<file path="config.mk">
export PLATFORM = sky130hd
export DESIGN_NAME = vpa_alloc_cell
export DESIGN_NICKNAME = d
export VERILOG_FILES = /design/src/design/vpa_pkg.sv /design/src/design/vpa_alloc_cell.sv
export SDC_FILE = /design/constraint.sdc
export NUM_CORES = 1
export LEC_CHECK = 0
export BUFFER_PORTS_ARGS = -buffer_cell sky130_fd_sc_hd__buf_2
export CAP_MARGIN = 20
export CORE_UTILIZATION = 48
export DETAILED_ROUTE_END_ITERATION = 6
export PLACE_DENSITY = 0.83
export SLEW_MARGIN = 20
export SYNTH_ARGS = -nofsm -noshare
export SYNTH_HDL_FRONTEND = slang
export SYNTH_SLANG_ARGS = --single-unit
</file>
<file path="constraint.sdc">
create_clock -name i_clk -period 6.5 [get_ports i_clk]
set_input_delay 0.325 -clock i_clk [delete_from_list [all_inputs] [get_ports i_clk]]
set_output_delay 0.325 -clock i_clk [all_outputs]
set_load 0.03 [all_outputs]
</file>
<file path="src/design/vpa_pkg.sv">
// Shared types and codes of the variable partition allocator.
package vpa_pkg;

    typedef logic [1:0]  t_op;
    typedef logic [1:0]  t_status;
    typedef logic [7:0]  t_owner;
    typedef logic [1:0]  t_cfg_idx;
    typedef logic [15:0] t_cfg_data;

    localparam t_op OP_BEST  = 2'd0;
    localparam t_op OP_WORST = 2'd1;
    localparam t_op OP_FIRST = 2'd2;
    localparam t_op OP_FREE  = 2'd3;

    localparam t_status ST_OK    = 2'd0;
    localparam t_status ST_NOFIT = 2'd1;
    localparam t_status ST_FULL  = 2'd2;
    localparam t_status ST_NOID  = 2'd3;

    localparam t_cfg_idx CFG_BASE = 2'd0;
    localparam t_cfg_idx CFG_SIZE = 2'd1;
    localparam t_cfg_idx CFG_THR  = 2'd2;

    localparam t_cfg_data RST_BASE = 16'd1000;
    localparam t_cfg_data RST_SIZE = 16'd1024;
    localparam t_cfg_data RST_THR  = 16'd5;

endpackage

</file>
<file path="src/design/vpa_alloc_cell.sv">
// One allocation table entry with its stage of the owner search chain.
module vpa_alloc_cell #(
    parameter int IDX = 0,
    parameter int AW  = 16,
    parameter int IW  = 4
) (
    input  logic             i_clk,
    input  logic             i_rst_n,
    input  logic             i_clear,
    input  logic             i_wr_en,
    input  logic [IW-1:0]    i_wr_idx,
    input  vpa_pkg::t_owner  i_wr_owner,
    input  logic [AW-1:0]    i_wr_addr,
    input  logic [AW-1:0]    i_wr_len,
    input  vpa_pkg::t_owner  i_key,
    input  logic             i_emp_f,
    input  logic [IW-1:0]    i_emp_idx,
    input  logic             i_id_f,
    input  logic [IW-1:0]    i_id_idx,
    input  logic [AW-1:0]    i_id_addr,
    input  logic [AW-1:0]    i_id_len,
    output logic             o_emp_f,
    output logic [IW-1:0]    o_emp_idx,
    output logic             o_id_f,
    output logic [IW-1:0]    o_id_idx,
    output logic [AW-1:0]    o_id_addr,
    output logic [AW-1:0]    o_id_len
);
    import vpa_pkg::*;

    localparam logic [IW-1:0] MY_IDX = IW'(IDX);

    t_owner        r_owner;
    logic [AW-1:0] r_addr;
    logic [AW-1:0] r_len;
    logic          w_empty;
    logic          w_hit;

    always_ff @(posedge i_clk) begin
        if (!i_rst_n || i_clear) begin
            r_owner <= '0;
        end else if (i_wr_en && i_wr_idx == MY_IDX) begin
            r_owner <= i_wr_owner;
            r_addr  <= i_wr_addr;
            r_len   <= i_wr_len;
        end
    end

    assign w_empty = (r_owner == '0);
    assign w_hit   = !i_id_f && !w_empty && (r_owner == i_key);

    always_ff @(posedge i_clk) begin
        o_emp_f   <= i_emp_f || w_empty;
        o_emp_idx <= (!i_emp_f && w_empty) ? MY_IDX : i_emp_idx;
        o_id_f    <= i_id_f || w_hit;
        o_id_idx  <= w_hit ? MY_IDX : i_id_idx;
        o_id_addr <= w_hit ? r_addr : i_id_addr;
        o_id_len  <= w_hit ? r_len : i_id_len;
    end

endmodule

</file>
==> metrics.txt, run 1 <==
# TYPE chip_impl_metric gauge
chip_impl_info{name="status",value="completed"} 1
chip_impl_info{name="min-delay-path-class",value="in -> reg"} 1
chip_impl_metric{name="synthDistinctLibCells",unit=""} 19
chip_impl_metric{name="mapped_cell_area",unit="sq um"} 2800
chip_impl_metric{name="fp.dieH",unit="um"} 78.4
chip_impl_metric{name="drt_drc",unit=""} 0
chip_impl_metric{name="final-hold-violation-count",unit=""} 0
chip_impl_metric{name="globalRouteOverflowTotal",unit=""} 0
chip_impl_metric{name="insertedDiodeCount",unit=""} 0
chip_impl_metric{name="routabilityCongestion",unit=""} 0.807
chip_impl_metric{name="via_per_inst",unit=""} 4.57
chip_impl_metric{name="cts.repair.resized",unit=""} 0
chip_impl_info{name="r2r_start",value="r_owner[5]"} 1
chip_impl_metric{name="cts_inserted_buffers",unit=""} 9
chip_impl_metric{name="post-route-min-period",unit="ns"} 2.22
chip_impl_info{name="endpoint_kind",value="flop"} 1
chip_impl_metric{name="yosys_warnings",unit=""} 0
chip_impl_metric{name="multi_input_area",unit="sq um"} 798
chip_impl_metric{name="fin_util",unit="%"} 67.5
chip_impl_info{name="cts_tree",value="done"} 1
chip_impl_metric{name="first_global_vias",unit=""} 1879
chip_impl_info{name="worst_setup_path_startpoint",value="r_owner[5]"} 1
chip_impl_metric{name="grt_max_degree",unit=""} 38
chip_impl_metric{name="groute.layer.met1.usage",unit="%"} 19.3
chip_impl_metric{name="initial_antenna_violation_count",unit=""} 0
chip_impl_metric{name="design.portCount",unit=""} 140
chip_impl_metric{name="cts.hold.buffers_added",unit=""} 0
chip_impl_metric{name="peakVddDrop",unit="uV"} 178
chip_impl_info{name="synthDominantAreaCellType",value="dfxtp_1"} 1
chip_impl_metric{name="fp.dieW",unit="um"} 78.4
chip_impl_metric{name="final.setup_skew",unit="ns"} 0.00992
chip_impl_metric{name="critPathRequiredTime",unit="ns"} 6.71
chip_impl_metric{name="critical_path_arrival",unit="ns"} 2.44
chip_impl_metric{name="cts.reportedPaths.clkPinSlew",unit="ns"} 0.08
chip_impl_metric{name="totalNegativeSetupSlack",unit="ns"} 0
chip_impl_metric{name="first_pass_grt_wire_length",unit="um"} 8250
chip_impl_metric{name="layout-drive-gt1-share",unit="%"} 59.5
chip_impl_info{name="final_common_cell",value="buf_2"} 1
chip_impl_metric{name="route.vias.total",unit=""} 1774
chip_impl_metric{name="initial_drt_pass_iterations",unit=""} 4
chip_impl_metric{name="synth_simple_gate_area_share",unit="%"} 6.66
chip_impl_metric{name="post_synth_mux_area_share",unit="%"} 19.1
chip_impl_info{name="layout.cells.most_common_list",value="buf_2, dfxtp_1, edfxtp_1"} 1
chip_impl_metric{name="avgSynthCellArea",unit="sq um"} 16.9
chip_impl_metric{name="num-nets-final",unit=""} 409
chip_impl_metric{name="cts.sink_count",unit=""} 82
chip_impl_metric{name="initialDrtViolationCount",unit=""} 44
chip_impl_metric{name="core_footprint",unit="sq um"} 5570
chip_impl_info{name="dominant_combinational_cell_family_by_area_after_synthesis",value="multiplexers"} 1
chip_impl_metric{name="largest_fanout_of_any_net_on_the_critical_path",unit=""} 37
chip_impl_metric{name="rows",unit=""} 27
chip_impl_metric{name="power.density",unit="nW/um^2"} 270
chip_impl_metric{name="total_leakage_power",unit="nW"} 1.76
chip_impl_metric{name="period_share",unit="%"} 34.2
chip_impl_metric{name="synthesis.instances",unit=""} 166
chip_impl_metric{name="drt-wirelength-per-cell",unit="um"} 13.5
chip_impl_metric{name="slew_headroom",unit="%"} 41.3
chip_impl_metric{name="filler_cell_count",unit=""} 436
chip_impl_info{name="cp-start-kind",value="flop"} 1
chip_impl_metric{name="grtUsageTotal",unit="%"} 18.1
chip_impl_info{name="grt_setup_unrepaired",value="no"} 1
chip_impl_info{name="gr_busiest_metal",value="met2"} 1
chip_impl_metric{name="synth_largest_type_area_fraction",unit="%"} 35.8
chip_impl_metric{name="signed_area_change_from_the_synthesized_netlist_to_the_final_layout",unit="%"} 34.3
chip_impl_metric{name="worst_pin_slew",unit="ns"} 0.878
chip_impl_metric{name="antenna_left",unit=""} 0
chip_impl_metric{name="finalSetupViolations",unit=""} 0
chip_impl_metric{name="yosys.area_share.xor_xnor",unit="%"} 2.50
chip_impl_info{name="cts_root_buffer",value="clkbuf_8"} 1
chip_impl_metric{name="synth.yosys.seq_area_share",unit="%"} 70.1
chip_impl_metric{name="synth_compound_gate_area_share",unit="%"} 0
chip_impl_metric{name="portBuffers",unit=""} 139
chip_impl_metric{name="layout.area.seq",unit="sq um"} 1960
chip_impl_info{name="start_point_of_the_worst_hold_path",value="i_wr_addr[7]"} 1
chip_impl_metric{name="fmaxAchievable",unit="MHz"} 450
chip_impl_metric{name="post_cts_buffers",unit=""} 0
chip_impl_metric{name="synth_adder_area_share",unit="%"} 0
chip_impl_info{name="criticalPathCategory",value="reg -> reg"} 1
chip_impl_metric{name="cap_violations",unit=""} 0
chip_impl_metric{name="synth.net_count",unit=""} 264
chip_impl_metric{name="yosys_register_bits",unit=""} 82
chip_impl_metric{name="clock_tree.htree_level_count",unit=""} 3
chip_impl_info{name="netlist_top_cells_area",value="dfxtp_1, edfxtp_1, mux2_4, mux2i_1, mux2_2"} 1
chip_impl_metric{name="starting_density_of_the_core",unit="%"} 50.2
chip_impl_metric{name="dieArea",unit="sq um"} 6140
chip_impl_metric{name="cts.path.max_buffers",unit=""} 2
chip_impl_metric{name="met2_use_gr",unit="%"} 33.2
chip_impl_metric{name="gr_util_met3",unit="%"} 3.60
chip_impl_metric{name="timing_max_transition_violations_final",unit=""} 0
chip_impl_metric{name="finalWirelength",unit="um"} 5220
chip_impl_metric{name="clkLatencyLatePin",unit="ns"} 0.33
chip_impl_metric{name="dp.final_hpwl",unit="um"} 3880
-- routing by layer --
metal | share of wire [%] | vias to the layer above | wire (um)
li1 | - | 871 | -
met3 | 4.6 | 18 | 241
met5 | 0 | - | 0
met2 | 55 | 66 | 2860
met4 | 3.0 | 0 | 159
met1 | 38 | 819 | 1960
-- area by class of cell --
class / instances / area share (%)
Inverter: 1 / 0.0998
Tap cell: 72 / 2.40
Clock buffer: 14 / 5.19
Timing Repair Buffer: 139 / 18.5
Clock inverter: 2 / 0.399
Multi-Input combinational cell: 78 / 21.2
Sequential cell: 82 / 52.2
-- cell usage after synthesis (all sizes together) --
cell type	n
and2	5
buf	5
dfxtp	50
edfxtp	32
inv	1
mux2	32
mux2i	8
nand2	1
nand2b	3
nand4	1
nor2	11
nor2b	4
nor3	1
nor4	4
xor2	8
-- worst max-delay path, cell delays in order (launching register included) --
cell     delay [ns]
dfxtp_1        0.35
xor2_1         0.17
nor3_1         0.34
nand4_4        0.70
mux2_4         0.55
-- state kept, by name, summed over array words and instances, names as in the netlist --
register and count:
o_emp_f 1, o_emp_idx 4, o_id_addr 16, o_id_f 1, o_id_idx 4, o_id_len 16, r_addr 16, r_len 16
r_owner 8
-- power breakdown --
| part | switching, W | internal [W] | leakage (nW) | total (W) |
|---|---|---|---|---|
| registers | 0.00000365 | 0.000548 | 0.706 | 0.000552 |
| logic | 0.0000495 | 0.0000450 | 0.948 | 0.0000945 |
| clock network | 0.000171 | 0.000197 | 0.107 | 0.000368 |
-- worst paths after layout --
kind             endpoint  slack, ns  cells after the start
min reg2reg  o_id_addr[0]       0.47                      1
max reg2reg  o_id_len[13]       4.28                      4
min             r_addr[7]       0.16                      1
max          o_id_len[13]       4.28                      4
-- through the flow --
| stage | power (W) | hold WS (ns) | setup WS, ns | instances | cell area, sq um |
|---|---|---|---|---|---|
| floorplan | 0.000614 | 0.424 | 3.74 | 166 | 2800 |
| global placement | 0.000656 | 0.453 | 4.15 | 372 | 3550 |
| detailed placement | 0.000659 | 0.461 | 4.12 | 372 | 3550 |
| CTS | 0.00103 | 0.147 | 4.22 | 388 | 3760 |
| global route | 0.00106 | 0.142 | 4.15 | 388 | 3760 |
| finish | 0.00101 | 0.162 | 4.28 | 388 | 3760 |
-- cells by family after synthesis --
| group | Yosys count |
|---|---|
| DFF | 82 |
| muxes | 40 |
| and+or+nand+nor | 30 |
| xor gates and xnor gates | 8 |
| buffers and inverters | 6 |
Power figures use the tool's default switching activity.
==> run 2, diff against run 1 <==
--- a/config.mk
+++ b/config.mk
@@ -7,9 +7,9 @@
 export LEC_CHECK = 0
 export BUFFER_PORTS_ARGS = -buffer_cell sky130_fd_sc_hd__buf_2
 export CAP_MARGIN = 20
-export CORE_UTILIZATION = 48
+export CORE_UTILIZATION = 40
 export DETAILED_ROUTE_END_ITERATION = 6
-export PLACE_DENSITY = 0.83
+export PLACE_DENSITY = 0.74
 export SLEW_MARGIN = 20
 export SYNTH_ARGS = -nofsm -noshare
 export SYNTH_HDL_FRONTEND = slang
==> constraint.sdc (replaced) <==
create_clock -name i_clk -period 2 [get_ports i_clk]
set_input_delay 0.1 -clock i_clk [delete_from_list [all_inputs] [get_ports i_clk]]
set_output_delay 0.1 -clock i_clk [all_outputs]
set_load 0.03 [all_outputs]
==> metrics.txt, run 2 (synthesis results as in run 1) <==
# TYPE chip_impl_metric gauge
chip_impl_metric{name="drt-wirelength-per-cell",unit="um"} 13.8
chip_impl_metric{name="power.density",unit="nW/um^2"} 782
chip_impl_metric{name="globalRouteOverflowTotal",unit=""} 0
chip_impl_metric{name="first_global_vias",unit=""} 2258
chip_impl_metric{name="grt_max_degree",unit=""} 33
chip_impl_metric{name="core_footprint",unit="sq um"} 6790
chip_impl_info{name="final_common_cell",value="buf_2"} 1
chip_impl_metric{name="design.portCount",unit=""} 140
chip_impl_info{name="cts_root_buffer",value="clkbuf_8"} 1
chip_impl_metric{name="cts.sink_count",unit=""} 82
chip_impl_info{name="worst_setup_path_startpoint",value="r_owner[4]"} 1
chip_impl_metric{name="post-route-cell-area",unit="sq um"} 4690
chip_impl_info{name="layout.cells.most_common_list",value="buf_2, dlygate4sd3_1, dfxtp_1"} 1
chip_impl_metric{name="cap_violations",unit=""} 0
chip_impl_metric{name="starting_density_of_the_core",unit="%"} 41.2
chip_impl_metric{name="largest_fanout_of_any_net_on_the_critical_path",unit=""} 15
chip_impl_metric{name="critical_path_arrival",unit="ns"} 2.01
chip_impl_metric{name="via_per_inst",unit=""} 4.28
chip_impl_metric{name="gr_util_met3",unit="%"} 4.33
chip_impl_metric{name="first_pass_grt_wire_length",unit="um"} 10400
chip_impl_metric{name="peakVddDrop",unit="uV"} 397
chip_impl_metric{name="clkLatencyLatePin",unit="ns"} 0.34
chip_impl_metric{name="finalWirelength",unit="um"} 6840
chip_impl_metric{name="insertedDiodeCount",unit=""} 0
chip_impl_metric{name="antenna_left",unit=""} 0
chip_impl_metric{name="num-nets-final",unit=""} 493
chip_impl_info{name="cts_tree",value="done"} 1
chip_impl_metric{name="layout.area.seq",unit="sq um"} 1960
chip_impl_info{name="r2r_start",value="r_owner[4]"} 1
chip_impl_info{name="min-delay-path-class",value="in -> reg"} 1
chip_impl_metric{name="cts.path.max_buffers",unit=""} 2
chip_impl_metric{name="layout-drive-gt1-share",unit="%"} 48.3
chip_impl_metric{name="drt_drc",unit=""} 0
chip_impl_metric{name="cts.repair.resized",unit=""} 0
chip_impl_metric{name="place_area",unit="sq um"} 3650
chip_impl_metric{name="portBuffers",unit=""} 139
chip_impl_metric{name="post_cts_buffers",unit=""} 0
chip_impl_metric{name="post-route-min-period",unit="ns"} 1.78
chip_impl_metric{name="fin_util",unit="%"} 69.0
chip_impl_metric{name="totalNegativeSetupSlack",unit="ns"} 0
chip_impl_info{name="grt_setup_unrepaired",value="no"} 1
chip_impl_metric{name="grtUsageTotal",unit="%"} 19.1
chip_impl_metric{name="multi_input_area",unit="sq um"} 798
chip_impl_metric{name="signed_area_change_from_the_synthesized_netlist_to_the_final_layout",unit="%"} 67.5
chip_impl_info{name="gr_busiest_metal",value="met2"} 1
chip_impl_metric{name="fmaxAchievable",unit="MHz"} 563
chip_impl_metric{name="slew_headroom",unit="%"} 72.2
chip_impl_metric{name="cts_inserted_buffers",unit=""} 9
chip_impl_metric{name="met2_use_gr",unit="%"} 35.6
chip_impl_metric{name="rows",unit=""} 30
chip_impl_metric{name="filler_cell_count",unit=""} 469
chip_impl_info{name="status",value="completed"} 1
chip_impl_metric{name="dp.final_hpwl",unit="um"} 3950
chip_impl_info{name="criticalPathCategory",value="reg -> reg"} 1
chip_impl_metric{name="period_share",unit="%"} 88.8
chip_impl_metric{name="final.setup_skew",unit="ns"} 0.0106
chip_impl_metric{name="initialDrtViolationCount",unit=""} 33
chip_impl_metric{name="critPathRequiredTime",unit="ns"} 2.24
chip_impl_info{name="cp-start-kind",value="flop"} 1
chip_impl_metric{name="initial_drt_pass_iterations",unit=""} 4
chip_impl_metric{name="dieArea",unit="sq um"} 7340
chip_impl_info{name="endpoint_kind",value="flop"} 1
chip_impl_metric{name="clock_tree.htree_level_count",unit=""} 3
chip_impl_metric{name="final-hold-violation-count",unit=""} 0
chip_impl_metric{name="route.vias.total",unit=""} 2124
chip_impl_metric{name="groute.layer.met1.usage",unit="%"} 19.2
chip_impl_metric{name="fp.dieW",unit="um"} 85.7
chip_impl_metric{name="finalSetupViolations",unit=""} 0
chip_impl_metric{name="total_leakage_power",unit="nW"} 2.14
chip_impl_metric{name="timing_max_transition_violations_final",unit=""} 0
chip_impl_metric{name="initial_antenna_violation_count",unit=""} 0
chip_impl_info{name="start_point_of_the_worst_hold_path",value="i_wr_owner[0]"} 1
chip_impl_metric{name="cts.reportedPaths.clkPinSlew",unit="ns"} 0.09
chip_impl_metric{name="fp.dieH",unit="um"} 85.7
chip_impl_metric{name="worst_pin_slew",unit="ns"} 0.416
chip_impl_metric{name="routabilityCongestion",unit=""} 0.833
==> run 2: power breakdown <==
part | switching, W | internal (W)
combinational | 0.000192 | 0.000249
sequential | 0.0000119 | 0.00178
clock | 0.000600 | 0.000835
==> run 2: layout make-up <==
| type | count | area share, % |
|---|---|---|
| Clock inverter | 6 | 2.43 |
| Timing Repair Buffer | 223 | 33.4 |
| Tap cell | 96 | 2.56 |
| Multi-Input combinational cell | 78 | 17.0 |
| Inverter | 1 | 0.0800 |
| Clock buffer | 10 | 2.72 |
| Sequential cell | 82 | 41.8 |
==> run 2: metal layers <==
metal | part of all wire [%] | wire length, um | vias to the layer above
li1 | - | - | 1042
met1 | 37 | 2510 | 986
met2 | 55 | 3790 | 74
met3 | 4.0 | 273 | 22
met4 | 4.0 | 274 | 0
met5 | 0 | 0 | -
==> run 2: timing repair <==
action | CTS | global route
setup endpoints to repair | 0 | 0
hold buffers | 80 | 0
endpoints found under the hold margin | 80 | 0
==> run 2: critical path, cell delays in order (launching register included) <==
cell	delay (ns)
dfxtp_1	0.34
xor2_1	0.19
nor4_4	0.33
nand4_4	0.26
buf_12	0.25
mux2_4	0.31
==> run 2: final timing paths <==
path                        end  slack (ns)  cells after the start
setup / recovery  o_id_addr[12]        0.22                      5
hold / removal       r_owner[0]        0.02                      3
setup reg to reg  o_id_addr[12]        0.22                      5
hold reg to reg    o_id_len[15]        0.47                      1
==> run 2: metrics by stage <==
step | worst slack (ns) | cells | hold WS (ns) | power, W
floorplan | 0.306 | 166 | 0.199 | 0.00200
global placement | 0.249 | 400 | 0.276 | 0.00214
detailed placement | 0.224 | 400 | 0.278 | 0.00214
CTS | 0.219 | 496 | 0.00864 | 0.00369
global route | 0.113 | 496 | 0.0263 | 0.00380
finish | 0.225 | 496 | 0.0203 | 0.00367
