**src/design/vpa_pkg.sv**
```systemverilog
// Shared types and codes of the variable partition allocator.
package vpa_pkg;

    typedef logic [1:0]  t_op;
    typedef logic [1:0]  t_status;
    typedef logic [7:0]  t_owner;
    typedef logic [1:0]  t_cfg_idx;
    typedef logic [15:0] t_cfg_data;

    localparam t_op OP_BEST  = 2'd0;
    localparam t_op OP_WORST = 2'd1;
    localparam t_op OP_FIRST = 2'd2;
    localparam t_op OP_FREE  = 2'd3;

    localparam t_status ST_OK    = 2'd0;
    localparam t_status ST_NOFIT = 2'd1;
    localparam t_status ST_FULL  = 2'd2;
    localparam t_status ST_NOID  = 2'd3;

    localparam t_cfg_idx CFG_BASE = 2'd0;
    localparam t_cfg_idx CFG_SIZE = 2'd1;
    localparam t_cfg_idx CFG_THR  = 2'd2;

    localparam t_cfg_data RST_BASE = 16'd1000;
    localparam t_cfg_data RST_SIZE = 16'd1024;
    localparam t_cfg_data RST_THR  = 16'd5;

endpackage

```
**src/design/vpa_hole_cell.sv**
```systemverilog
// One hole table entry with its stage of the hole search chain.
module vpa_hole_cell #(
    parameter int IDX = 0,
    parameter int AW  = 16,
    parameter int IW  = 4
) (
    input  logic           i_clk,
    input  logic           i_rst_n,
    input  logic           i_clear,
    input  logic [AW-1:0]  i_base,
    input  logic [AW-1:0]  i_size,
    input  logic           i_wr_en,
    input  logic [IW-1:0]  i_wr_idx,
    input  logic [AW-1:0]  i_wr_addr,
    input  logic [AW-1:0]  i_wr_len,
    input  logic           i_wr_valid,
    input  vpa_pkg::t_op   i_mode,
    input  logic [AW-1:0]  i_req,
    input  logic [AW-1:0]  i_a,
    input  logic [AW-1:0]  i_apl,
    input  logic           i_pick_f,
    input  logic [IW-1:0]  i_pick_idx,
    input  logic [AW-1:0]  i_pick_len,
    input  logic [AW-1:0]  i_pick_addr,
    input  logic           i_top_f,
    input  logic [IW-1:0]  i_top_idx,
    input  logic [AW-1:0]  i_top_addr,
    input  logic [AW-1:0]  i_top_len,
    input  logic           i_bot_f,
    input  logic [IW-1:0]  i_bot_idx,
    input  logic [AW-1:0]  i_bot_len,
    input  logic           i_emp_f,
    input  logic [IW-1:0]  i_emp_idx,
    output logic           o_pick_f,
    output logic [IW-1:0]  o_pick_idx,
    output logic [AW-1:0]  o_pick_len,
    output logic [AW-1:0]  o_pick_addr,
    output logic           o_top_f,
    output logic [IW-1:0]  o_top_idx,
    output logic [AW-1:0]  o_top_addr,
    output logic [AW-1:0]  o_top_len,
    output logic           o_bot_f,
    output logic [IW-1:0]  o_bot_idx,
    output logic [AW-1:0]  o_bot_len,
    output logic           o_emp_f,
    output logic [IW-1:0]  o_emp_idx
);
    import vpa_pkg::*;

    localparam logic [IW-1:0] MY_IDX = IW'(IDX);

    logic          r_valid;
    logic [AW-1:0] r_addr;
    logic [AW-1:0] r_len;
    logic          w_fits;
    logic          w_better;
    logic          w_take;
    logic [AW-1:0] w_end;

    always_ff @(posedge i_clk) begin
        if (!i_rst_n) begin
            r_valid <= 1'b0;
        end else if (i_clear) begin
            r_valid <= (IDX == 0);
            r_addr  <= (IDX == 0) ? i_base : '0;
            r_len   <= (IDX == 0) ? i_size : '0;
        end else if (i_wr_en && i_wr_idx == MY_IDX) begin
            r_valid <= i_wr_valid;
            r_addr  <= i_wr_addr;
            r_len   <= i_wr_len;
        end
    end

    always_comb begin
        w_fits = r_valid && (r_len >= i_req);
        case (i_mode)
            OP_BEST:  w_better = r_len < i_pick_len;
            OP_WORST: w_better = r_len > i_pick_len;
            OP_FIRST: w_better = r_addr < i_pick_addr;
            default:  w_better = 1'b0;
        endcase
        w_take = w_fits && (!i_pick_f || w_better);
        w_end  = r_addr + r_len;
    end

    // Pass the running search results on to the next cell.
    always_ff @(posedge i_clk) begin
        o_pick_f    <= i_pick_f || w_take;
        o_pick_idx  <= w_take ? MY_IDX : i_pick_idx;
        o_pick_len  <= w_take ? r_len : i_pick_len;
        o_pick_addr <= w_take ? r_addr : i_pick_addr;
        if (!i_top_f && r_valid && w_end == i_a) begin
            o_top_f    <= 1'b1;
            o_top_idx  <= MY_IDX;
            o_top_addr <= r_addr;
            o_top_len  <= r_len;
        end else begin
            o_top_f    <= i_top_f;
            o_top_idx  <= i_top_idx;
            o_top_addr <= i_top_addr;
            o_top_len  <= i_top_len;
        end
        if (!i_bot_f && r_valid && i_apl == r_addr) begin
            o_bot_f   <= 1'b1;
            o_bot_idx <= MY_IDX;
            o_bot_len <= r_len;
        end else begin
            o_bot_f   <= i_bot_f;
            o_bot_idx <= i_bot_idx;
            o_bot_len <= i_bot_len;
        end
        o_emp_f   <= i_emp_f || !r_valid;
        o_emp_idx <= (!i_emp_f && !r_valid) ? MY_IDX : i_emp_idx;
    end

endmodule

```
**config.mk**
```make
export PLATFORM = sky130hd
export DESIGN_NAME = vpa_hole_cell
export DESIGN_NICKNAME = d
export VERILOG_FILES = /design/src/design/vpa_pkg.sv /design/src/design/vpa_hole_cell.sv
export SDC_FILE = /design/constraint.sdc
export NUM_CORES = 1
export LEC_CHECK = 0
export BUFFER_PORTS_ARGS = -buffer_cell sky130_fd_sc_hd__buf_2
export CAP_MARGIN = 20
export CELL_PAD_IN_SITES_DETAIL_PLACEMENT = 0
export CELL_PAD_IN_SITES_GLOBAL_PLACEMENT = 1
export CORE_MARGIN = 4
export CORE_UTILIZATION = 38
export CTS_BUF_LIST = sky130_fd_sc_hd__clkbuf_4 sky130_fd_sc_hd__clkbuf_8 sky130_fd_sc_hd__clkbuf_16
export CTS_CLUSTER_DIAMETER = 200
export CTS_CLUSTER_SIZE = 10
export DETAILED_ROUTE_END_ITERATION = 10
export PLACE_DENSITY = 0.91
export SETUP_SLACK_MARGIN = 0.5
export SYNTH_ARGS = -nofsm -noshare
export SYNTH_HDL_FRONTEND = slang
export SYNTH_SLANG_ARGS = --single-unit
```
**constraint.sdc**
```tcl
create_clock -name i_clk -period 6.95 [get_ports i_clk]
set_input_delay 0.695 -clock i_clk [delete_from_list [all_inputs] [get_ports i_clk]]
set_output_delay 0.695 -clock i_clk [all_outputs]
set_load 0.1 [all_outputs]
```
==> run_results.csv, run 1 <==
group,metric,value,unit
route,post_drt_wl_per_cell,19.10,um
power_and_ir_drop,leakagePower,4.656,nW
timing,post-route-min-period,4.432,ns
critical_path,worstReg2RegStart,"r_addr[0]$_DFFE_PP_",
clock_tree,clkSlewWorstSetupHoldPaths,0.06,ns
clock_tree,cts_buffer_depth,2,
run,maxCapViolations,0,
timing,fin_skew,0.006836,ns
power_and_ir_drop,vdd_drop_max,0.1718,mV
synth,synth-edff-count,32,
global_routing,grt_max_degree,38,
clock_tree,cts_resized,0,
critical_path,worstPathRequired,7.25,ns
place,gp_congestion,0.9002,
timing,tightestPinTransition,1.043,ns
global_routing,grt_use_total,0.2127,
synth,yosys_register_bits,133,
floorplanning,fp-row-count,49,
finish,fin_util,0.5201,
synth,synth_seq_area_share,0.4277,
synth,syn_area,6974,um^2
route,first_pass_iters,4,
critical_path,critPathSlowestCell,"nand4_4",
clock_tree,cts_root_buf,"clkbuf_16",
hold_path,hold_path_depth,2,
critical_path,start_kind,"flop",
synth,ys_async_sr_fraction,0,
finish,stdcell_count,1174,
critical_path,critPathCaptureType,"flop",
timing,setup_viol,0,
timing,hold_viol,0,
power_and_ir_drop,switching_share,0.3455,
floorplanning,die_x,143.5,um
hold_path,holdPathEnd,"o_pick_idx[1]$_SDFF_PP0_",
hold_path,min_path_type,"in2reg",
critical_path,timing.rr.end,"o_top_addr[1]$_DFF_P_",
clock_tree,htree_levels,4,
global_routing,grt_pass1_wl,32.68,mm
finish,drive_gt1_frac,0.5069,
synth,synth-main-ff-cell,"dfxtp_1",
outcome,status,"complete, no violations",
timing,min_period_over_period,0.6377,
floorplanning,die_height,143.5,um
floorplanning,design.core.area,18020,um^2
power_and_ir_drop,combPwrFrac,0.278,
clock_tree,ctsHoldBuffers,0,
place,place_hpwl,17.73,mm
synth,netlist_top_cells_count,"101 x dfxtp_1, 86 x mux2_2, 62 x ha_1",
synth,synth_most_common_cell,"dfxtp_1",
synth,synth_cell_type_count,59,
place,placed_cell_area,8795,um^2
critical_path,rrSetupSlack,2.52,ns
place,place_inst,1140,
critical_path,crit_chain,"ha_1 > fa_1 > a21o_2 > a221oi_1 > a211oi_1 > nor4b_1 > and4b_2 > o2111a_1 > nand4_4 > mux2_4",
timing,final_max_slew_viol_count,0,
power_and_ir_drop,p_sw,0.8487,mW
synth,synthTopCellsByArea,"dfxtp_1 29%, mux2_2 14%, edfxtp_1 14%",
power_and_ir_drop,p_int,1.608,mW
route,viasPerCell,4.906,
route,drc,0,
clock_tree,post-cts-setup-buffer-count,0,
floorplanning,ioPinCount,323,
floorplanning,dieArea,20590,um^2
clock_tree,numClockSinks,133,
timing,rsz0062_at_grt,"no",
clock_tree,numCtsBuffers,17,
timing,fmax,0.2256,GHz
finish,fin_area,9375,um^2
global_routing,antenna_found_initial,2,
finish,nets,1216,
clock_tree,clk_latency,0.42,ns
power_and_ir_drop,power_density,262.0,nW/um^2
critical_path,path_class,"reg2reg",
timing,fin_setup_tns,0,ns
synth,avgSynthCellArea,11.53,um^2
timing,relSlewSlack,0.3032,
critical_path,reg2reg_depth,10,
critical_path,cp.arrival,4.73,ns
global_routing,overflow,0,
clock_tree,cts_tree,"built",
synth,synth_top_area_frac,0.2899,
route,drt-initial-drc-count,192,
synth,netlist_instances,605,
synth,ys_warn_count,0,
synth,synth_nets,891,
critical_path,worst_path_largest_cell_delay,0.78,ns
floorplanning,start_util,0.3869,
route,antenna_left,0,
synth,yosysTopAreaCell,"dfxtp_1",
critical_path,crit_start,"r_addr[0]$_DFFE_PP_",
finish,area_delta_synth_final,34.43,%
power_and_ir_drop,power.share.clock,0.357,
route,via_count,5760,
place,io_buffers,322,
global_routing,first_global_vias,5847,
hold_path,worstHoldStart,"i_pick_idx[1]",
critical_path,cp_max_fo,37,
power_and_ir_drop,pwr-share-seq,0.365,
route,routed_wl,22.43,mm
==> cells in the final DEF (no fill, tap or decap), types with 6 or more instances in the layout <==
cell type    n
nand2b_1    11
nor2b_1      9
edfxtp_1    32
a21o_1      13
inv_1       50
ha_1        62
mux2_2      86
buf_2      322
a211oi_1     6
mux2_4      25
nand3_1      6
nor2_1      13
o21ai_0     11
a21oi_1     23
xnor2_1     18
nand2_1     13
clkbuf_16   18
dfxtp_1    101
and2_1      12
xor2_1      21
nand4_1     11
==> how the worst max path moves through the flow <==
stage / to / slack (ns) / cells past startpoint
finish: o_top_addr[1]$_DFF_P_ / 2.52 / 10
global route: o_top_addr[11]$_DFF_P_ / 2.35 / 10
CTS: o_top_addr[1]$_DFF_P_ / 2.54 / 10
detailed placement: o_top_addr[11]$_DFF_P_ / 2.57 / 10
global placement: o_top_addr[13]$_DFF_P_ / 2.74 / 10
floorplan: o_top_addr[0]$_DFF_P_ / 3.61 / 11
==> cells by family (layout without fill, tap and decap cells) <==
| group | count (synthesis) | count (layout) | synth area share |
|---|---|---|---|
| AOI/OAI and AO/OA | 84 | 84 | 0.08378 |
| xor gates and xnor gates | 39 | 39 | 0.04898 |
| adders and majority gates | 63 | 63 | 0.1141 |
| buffers and inverters | 67 | 405 | 0.04036 |
| DFF | 133 | 133 | 0.4277 |
| muxes | 111 | 111 | 0.1927 |
| other | 0 | 2 | 0 |
| and+or+nand+nor | 108 | 108 | 0.09240 |
==> registers in the layout, summed over array words and instances, names as in the netlist <==
name and count:
o_bot_len 16, o_pick_addr 16, o_pick_len 16, o_top_addr 16, o_top_len 16, r_addr 16, r_len 16, o_bot_idx 4
o_emp_idx 4, o_pick_idx 4, o_top_idx 4, o_bot_f 1, o_emp_f 1, o_pick_f 1, o_top_f 1, r_valid 1
==> stage by stage <==
step / setup WS [ns] / power [mW] / hold slack, ns
after floorplan: 3.608 / 1.413 / 0.4066
after global placement: 2.740 / 1.590 / 0.5445
after detailed placement: 2.568 / 1.593 / 0.5697
after CTS: 2.543 / 2.478 / 0.4523
after global routing: 2.349 / 2.559 / 0.4566
final: 2.518 / 2.457 / 0.4700
==> worst max-delay path: cells and delay by family (launching register included) <==
kind,cells,cell delay [ns]
AND/OR/NAND/NOR,3,1.40
AO/OA/AOI/OAI,4,1.13
adder cells (fa/ha/maj),2,0.70
multiplexers,1,0.60
flip-flops,1,0.47
==> power groups by stage <==
stage	sequential, mW	clock [mW]	combinational, mW
2_1_floorplan	1.17	0	0.244
3_5_place_dp	0.913	0	0.680
4_1_cts	0.897	0.897	0.684
3_3_place_gp	0.911	0	0.679
6_report	0.896	0.877	0.684
5_1_grt	0.902	0.927	0.730
==> layer usage <==
metal	part of all wire	up-vias	wire length, um	global-route usage
met5	0	-	0	0
met2	0.50	185	11160	0.3593
li1	-	2842	-	-
met4	0.020	0	449	0.07830
met3	0.054	28	1209	0.04393
met1	0.43	2705	9613	0.2690
==> layout make-up <==
class	instances	area (um^2)
Fill cell	1650	8650
Tap cell	229	286.5
Clock inverter	8	73.82
Multi-Input combinational cell	405	3719
Clock buffer	24	501.7
Inverter	50	187.7
Timing Repair Buffer	323	1619
Sequential cell	133	2983
Antenna cell	2	5.005
(Power assumes the default switching activity.)
==> run 2: changes to the inputs <==
--- a/config.mk
+++ b/config.mk
@@ -10,12 +10,12 @@
 export CELL_PAD_IN_SITES_DETAIL_PLACEMENT = 0
 export CELL_PAD_IN_SITES_GLOBAL_PLACEMENT = 1
 export CORE_MARGIN = 4
-export CORE_UTILIZATION = 38
+export CORE_UTILIZATION = 32
 export CTS_BUF_LIST = sky130_fd_sc_hd__clkbuf_4 sky130_fd_sc_hd__clkbuf_8 sky130_fd_sc_hd__clkbuf_16
 export CTS_CLUSTER_DIAMETER = 200
 export CTS_CLUSTER_SIZE = 10
 export DETAILED_ROUTE_END_ITERATION = 10
-export PLACE_DENSITY = 0.91
+export PLACE_DENSITY = 0.82
 export SETUP_SLACK_MARGIN = 0.5
 export SYNTH_ARGS = -nofsm -noshare
 export SYNTH_HDL_FRONTEND = slang
==> constraint.sdc (replaced) <==
create_clock -name i_clk -period 3.96 [get_ports i_clk]
set_input_delay 0.396 -clock i_clk [delete_from_list [all_inputs] [get_ports i_clk]]
set_output_delay 0.396 -clock i_clk [all_outputs]
set_load 0.1 [all_outputs]
==> run 2 against run 1 <==
Net effect: core utilization down 6.8 points; sequential power grew 74%; worst setup slack lost 1.9 ns; global-route usage decreased by 2.8 points; via count increased by 0.57%; worst hold slack got worse by 0.30 ns; routed wire length grew 3.1%; count of clock-buffer cells in the layout shrank 2; register-to-register slack lost 1.9 ns; sequential share of layout area shrank 0.73 points; clock power increased by 72%; non-clock buffer count up 13; largest cell class unchanged; highest routed layer is now met5.
==> run_results.csv, run 2 (synthesis results as in run 1) <==
group,metric,value,unit
outcome,status,"complete, no violations",
clock_tree,cts_tree,"built",
clock_tree,cts_root_buf,"clkbuf_16",
clock_tree,ctsHoldBuffers,0,
route,antenna_left,0,
floorplanning,ioPinCount,323,
critical_path,worstReg2RegStart,"r_addr[0]$_DFFE_PP_",
timing,final_max_slew_viol_count,0,
timing,tightestPinTransition,0.6641,ns
global_routing,grt_use_total,0.1848,
place,place_hpwl,18.54,mm
clock_tree,clk_latency,0.41,ns
timing,setup_viol,0,
route,first_pass_iters,5,
route,routed_wl,23.12,mm
route,via_count,5793,
route,post_drt_wl_per_cell,18.76,um
clock_tree,cts_buffer_depth,2,
finish,fin_util,0.4522,
global_routing,overflow,0,
finish,nets,1229,
critical_path,cp.arrival,3.69,ns
floorplanning,die_height,155.6,um
place,gp_congestion,0.9276,
finish,final_common_cell,"buf_2",
place,io_buffers,322,
critical_path,rrSetupSlack,0.58,ns
route,drt-initial-drc-count,294,
critical_path,worstPathRequired,4.26,ns
power_and_ir_drop,leakagePower,4.737,nW
clock_tree,numClockSinks,133,
timing,fin_setup_tns,0,ns
hold_path,hold_path_depth,3,
global_routing,antenna_found_initial,3,
critical_path,cp_max_fo,17,
floorplanning,start_util,0.3287,
hold_path,min_path_type,"in2reg",
floorplanning,dieArea,24220,um^2
clock_tree,htree_levels,4,
floorplanning,fp-row-count,53,
finish,drive_gt1_frac,0.5146,
hold_path,worstHoldStart,"i_bot_len[0]",
hold_path,holdPathEnd,"o_bot_len[0]$_DFF_P_",
power_and_ir_drop,power_density,448.3,nW/um^2
route,drc,0,
finish,area_delta_synth_final,37.59,%
clock_tree,clkSlewWorstSetupHoldPaths,0.06,ns
floorplanning,die_x,155.6,um
global_routing,grt_max_degree,37,
critical_path,path_class,"reg2reg",
timing,fmax,0.2956,GHz
timing,post-route-min-period,3.383,ns
timing,hold_viol,0,
global_routing,first_global_vias,5941,
route,viasPerCell,4.702,
finish,final_cell_mix,"322 x buf_2, 101 x dfxtp_1, 86 x mux2_2",
floorplanning,design.core.area,21220,um^2
power_and_ir_drop,vdd_drop_max,0.3170,mV
timing,fin_skew,0.009275,ns
timing,min_period_over_period,0.8543,
timing,rsz0062_at_grt,"yes",
global_routing,grt_pass1_wl,33.71,mm
critical_path,critPathCaptureType,"flop",
critical_path,start_kind,"flop",
critical_path,reg2reg_depth,11,
clock_tree,numCtsBuffers,17,
timing,relSlewSlack,0.5510,
critical_path,timing.rr.end,"o_top_len[3]$_DFF_P_",
run,maxCapViolations,0,
==> run 2: cell types whose count changed in the layout (fill, tap and decap cells not counted), moves of 2 or more <==
cell | before | now
buf_12 | 0 | 2
buf_4 | 1 | 11
clkbuf_4 | 5 | 1
clkbuf_8 | 1 | 3
clkinv_4 | 1 | 4
==> run 2: per-stage QoR <==
step           setup slack [ns]  cell area, um^2  total power, mW  instances  hold WS (ns)
2_1_floorplan            0.6179             6974            2.480        605        0.4066
3_3_place_gp             0.3486             8922            2.799       1192        0.5838
3_5_place_dp             0.2797             8922            2.807       1192        0.5942
4_1_cts                  0.5219             9510            4.342       1224        0.1534
5_1_grt                  0.4606             9595            4.495       1232        0.1678
6_report                 0.5770             9595            4.301       1232        0.1694
==> run 2: timing repair <==
action,4_1_cts,5_1_grt
pin swaps,0,1
resized for setup,2,1
hold endpoints to repair,0,0
buffers inserted,0,6
setup endpoints to repair,32,68
==> run 2: final cells by class <==
cell class | instances | area [um^2]
inverters | 50 | 187.7
multi-input cells | 405 | 3746
well taps | 275 | 344.1
repair buffers | 336 | 1762
clock inverters | 10 | 71.32
flip-flops and latches | 133 | 2983
fillers | 2075 | 11620
diodes | 1 | 2.502
clock buffers | 22 | 499.2
==> run 2: worst max-delay path by stage <==
| stage | start | end |
|---|---|---|
| global route | r_addr[0]$_DFFE_PP_ | o_top_len[3]$_DFF_P_ |
| detailed placement | r_addr[0]$_DFFE_PP_ | o_top_len[4]$_DFF_P_ |
| finish | r_addr[0]$_DFFE_PP_ | o_top_len[3]$_DFF_P_ |
| floorplan | r_addr[0]$_DFFE_PP_ | o_top_addr[0]$_DFF_P_ |
| global placement | r_addr[0]$_DFFE_PP_ | o_top_len[15]$_DFF_P_ |
| CTS | r_addr[0]$_DFFE_PP_ | o_top_len[3]$_DFF_P_ |
==> run 2: critical path, stage by stage, from the launching register on <==
cell and delay, ns:
edfxtp_1 0.43, ha_1 0.26, fa_1 0.41, a21o_2 0.26, a221oi_4 0.30, o31ai_1 0.15, or4_1 0.51, o211a_1 0.14
o2111a_1 0.14, nand4_4 0.13, buf_12 0.19, mux2_2 0.35
==> run 2: power by group <==
part / switching [mW] / internal, mW / total [mW]
Sequential: 0.0732 / 1.49 / 1.56
Clock: 0.614 / 0.896 / 1.51
Combinational: 0.831 / 0.396 / 1.23
==> run 2: per-layer routing <==
metal,up-vias,global-route usage,share of wire
met5,-,0,0.00065
met4,4,0.05294,0.020
met3,28,0.04355,0.058
met2,202,0.3159,0.49
met1,2687,0.2333,0.43
li1,2872,-,-
==> run 3: changes to the inputs <==
--- a/config.mk
+++ b/config.mk
@@ -5,17 +5,18 @@
 export SDC_FILE = /design/constraint.sdc
 export NUM_CORES = 1
 export LEC_CHECK = 0
+export ABC_CLOCK_PERIOD_IN_PS = 3700
 export BUFFER_PORTS_ARGS = -buffer_cell sky130_fd_sc_hd__buf_2
 export CAP_MARGIN = 20
 export CELL_PAD_IN_SITES_DETAIL_PLACEMENT = 0
 export CELL_PAD_IN_SITES_GLOBAL_PLACEMENT = 1
 export CORE_MARGIN = 4
-export CORE_UTILIZATION = 32
+export CORE_UTILIZATION = 35
 export CTS_BUF_LIST = sky130_fd_sc_hd__clkbuf_4 sky130_fd_sc_hd__clkbuf_8 sky130_fd_sc_hd__clkbuf_16
 export CTS_CLUSTER_DIAMETER = 200
 export CTS_CLUSTER_SIZE = 10
 export DETAILED_ROUTE_END_ITERATION = 10
-export PLACE_DENSITY = 0.82
+export PLACE_DENSITY = 0.85
 export SETUP_SLACK_MARGIN = 0.5
 export SYNTH_ARGS = -nofsm -noshare
 export SYNTH_HDL_FRONTEND = slang
==> constraint.sdc (replaced) <==
create_clock -name i_clk -period 3.7 [get_ports i_clk]
set_input_delay 0.37 -clock i_clk [delete_from_list [all_inputs] [get_ports i_clk]]
set_output_delay 0.37 -clock i_clk [all_outputs]
set_load 0.1 [all_outputs]
==> run 3 against run 2 <==
Net effect: global-route usage grew 3.1 points; core utilization grew 7.3 points; highest routed layer is now met4; clock power grew 26%; routed wire length grew 10%; fmax grew 1.3%; largest cell class unchanged; flip-flop and latch count is the same; total power grew 16%; critical path depth grew 1; final cell count grew 2.4%; via count grew 4.7%; design area grew 6.9%; register-to-register slack lost 0.21 ns.
==> run_results.csv, run 3 (synthesis results as in run 1) <==
group,metric,value,unit
hold_path,min_path_type,"in2reg",
route,viasPerCell,4.805,
route,drc,0,
place,io_buffers,322,
clock_tree,ctsHoldBuffers,0,
power_and_ir_drop,power.total,4.993,mW
place,place_inst,1191,
route,routed_wl,25.52,mm
route,drt-initial-drc-count,239,
critical_path,crit_family,"compound AO/OA/AOI/OAI gates",
finish,area_delta_synth_final,47.13,%
clock_tree,cts_tree,"built",
timing,fmax,0.2996,GHz
clock_tree,cts_root_buf,"clkbuf_16",
place,pre_cts_ws,0.3140,ns
timing,post-route-min-period,3.338,ns
clock_tree,clk_latency,0.42,ns
critical_path,worst_path_largest_cell_delay,0.53,ns
finish,final_cell_mix,"322 x buf_2, 101 x dfxtp_1, 79 x mux2_2",
clock_tree,numCtsBuffers,17,
critical_path,critPathSlowestCell,"or4_1",
timing,setup_viol,0,
power_and_ir_drop,leakagePower,5.055,nW
timing,relSlewSlack,0.5649,
clock_tree,clkSlewWorstSetupHoldPaths,0.06,ns
critical_path,crit_chain,"ha_2 > fa_2 > a21o_4 > a221oi_4 > o31ai_4 > or4_1 > o211a_1 > o2111a_1 > nand4_4 > buf_6 > buf_16 > mux2_4",
run,maxCapViolations,0,
finish,nets,1265,
timing,hold_viol,0,
place,gp_congestion,0.8889,
floorplanning,ioPinCount,323,
global_routing,grt_max_degree,37,
timing,rsz0062_at_grt,"yes",
route,via_count,6064,
place,place_hpwl,18.77,mm
critical_path,crit_buf_inv,2,
power_and_ir_drop,power_density,486.6,nW/um^2
floorplanning,die_height,149.2,um
route,first_pass_iters,6,
route,wl_met2,12.76,mm
global_routing,grt_pass1_wl,35.86,mm
critical_path,start_kind,"flop",
timing,finalWorstSetupSlack,0.3620,ns
timing,fin_skew,0.01210,ns
power_and_ir_drop,vdd_drop_max,0.3039,mV
timing,final_max_slew_viol_count,0,
timing,tightestPinTransition,0.6498,ns
finish,final_common_cell,"buf_2",
route,top_layer,"met4",
timing,min_period_over_period,0.9022,
global_routing,first_global_vias,6249,
critical_path,critPathCaptureType,"flop",
route,post_drt_wl_per_cell,20.22,um
clock_tree,htree_levels,4,
floorplanning,start_util,0.3572,
global_routing,grt_use_total,0.2158,
critical_path,cp.arrival,3.65,ns
critical_path,cp_max_fo,13,
floorplanning,design.core.area,19530,um^2
critical_path,path_class,"reg2reg",
global_routing,antenna_found_initial,5,
floorplanning,dieArea,22250,um^2
finish,stdcell_count,1262,
route,dr_wl_met3,1.601,mm
timing,fin_setup_tns,0,ns
clock_tree,numClockSinks,133,
outcome,status,"complete, no violations",
finish,drive_gt1_frac,0.5504,
route,drt-met1-wl,10.56,mm
clock_tree,cts_buffer_depth,2,
floorplanning,die_x,149.2,um
global_routing,overflow,0,
route,antenna_left,0,
critical_path,worstPathRequired,4.01,ns
floorplanning,fp-row-count,51,
run 3: cell type report:
type,count,area [um^2]
Fill cell,1750,9265
Multi-Input combinational cell,408,3968
Sequential cell,133,2983
Timing Repair Buffer,369,2101
Clock buffer,24,589.3
Tap cell,265,331.6
Inverter,50,187.7
Clock inverter,8,88.84
Antenna cell,5,12.51
run 3: repair_timing:
item / CTS / global route
setup buffers: 14 / 13
gates resized for setup: 22 / 22
gates cloned: 3 / 3
pin swaps: 11 / 15
endpoints found under the setup margin: 68 / 69
run 3: final timing paths:
kind                        startpoint                       to  slack, ns  cells after the start
setup / recovery    r_len[0]$_DFFE_PP_    o_top_addr[4]$_DFF_P_       0.36                     12
hold / removal            i_top_idx[3]  o_top_idx[3]$_SDFF_PP0_       0.15                      2
hold reg to reg   r_valid$_SDFFE_PN0N_          o_emp_f$_DFF_P_       0.62                      1
setup reg to reg    r_len[0]$_DFFE_PP_    o_top_addr[4]$_DFF_P_       0.36                     12
run 3: power by group:
| group | total (mW) | switching, mW | internal (mW) |
|---|---|---|---|
| combinational | 1.43 | 0.954 | 0.481 |
| clock | 1.90 | 0.698 | 1.20 |
| sequential | 1.66 | 0.0659 | 1.60 |
run 3: metrics by stage:
step,hold slack (ns),area (um^2),utilization
2_1_floorplan,0.4066,6999,-
4_1_cts,0.1342,9976,0.5109
3_3_place_gp,0.5690,8982,0.4600
6_report,0.1492,10260,0.5255
3_5_place_dp,0.5755,8982,0.4600
5_1_grt,0.1354,10260,0.5255
run 3: layer usage:
layer,vias up,GRT usage
met5,-,0
met4,0,0.08467
met3,30,0.04831
met2,230,0.3691
met1,2847,0.2643
li1,2957,-
run 3: worst register-to-register path, cell delays in order, from the launching register on:
cell and delay [ns]:
edfxtp_1 0.40, ha_2 0.23, fa_2 0.35, a21o_4 0.22, a221oi_4 0.37, o31ai_4 0.10
or4_1 0.53, o211a_1 0.15, o2111a_1 0.15, nand4_4 0.15, buf_6 0.14, buf_16 0.14
mux2_4 0.31
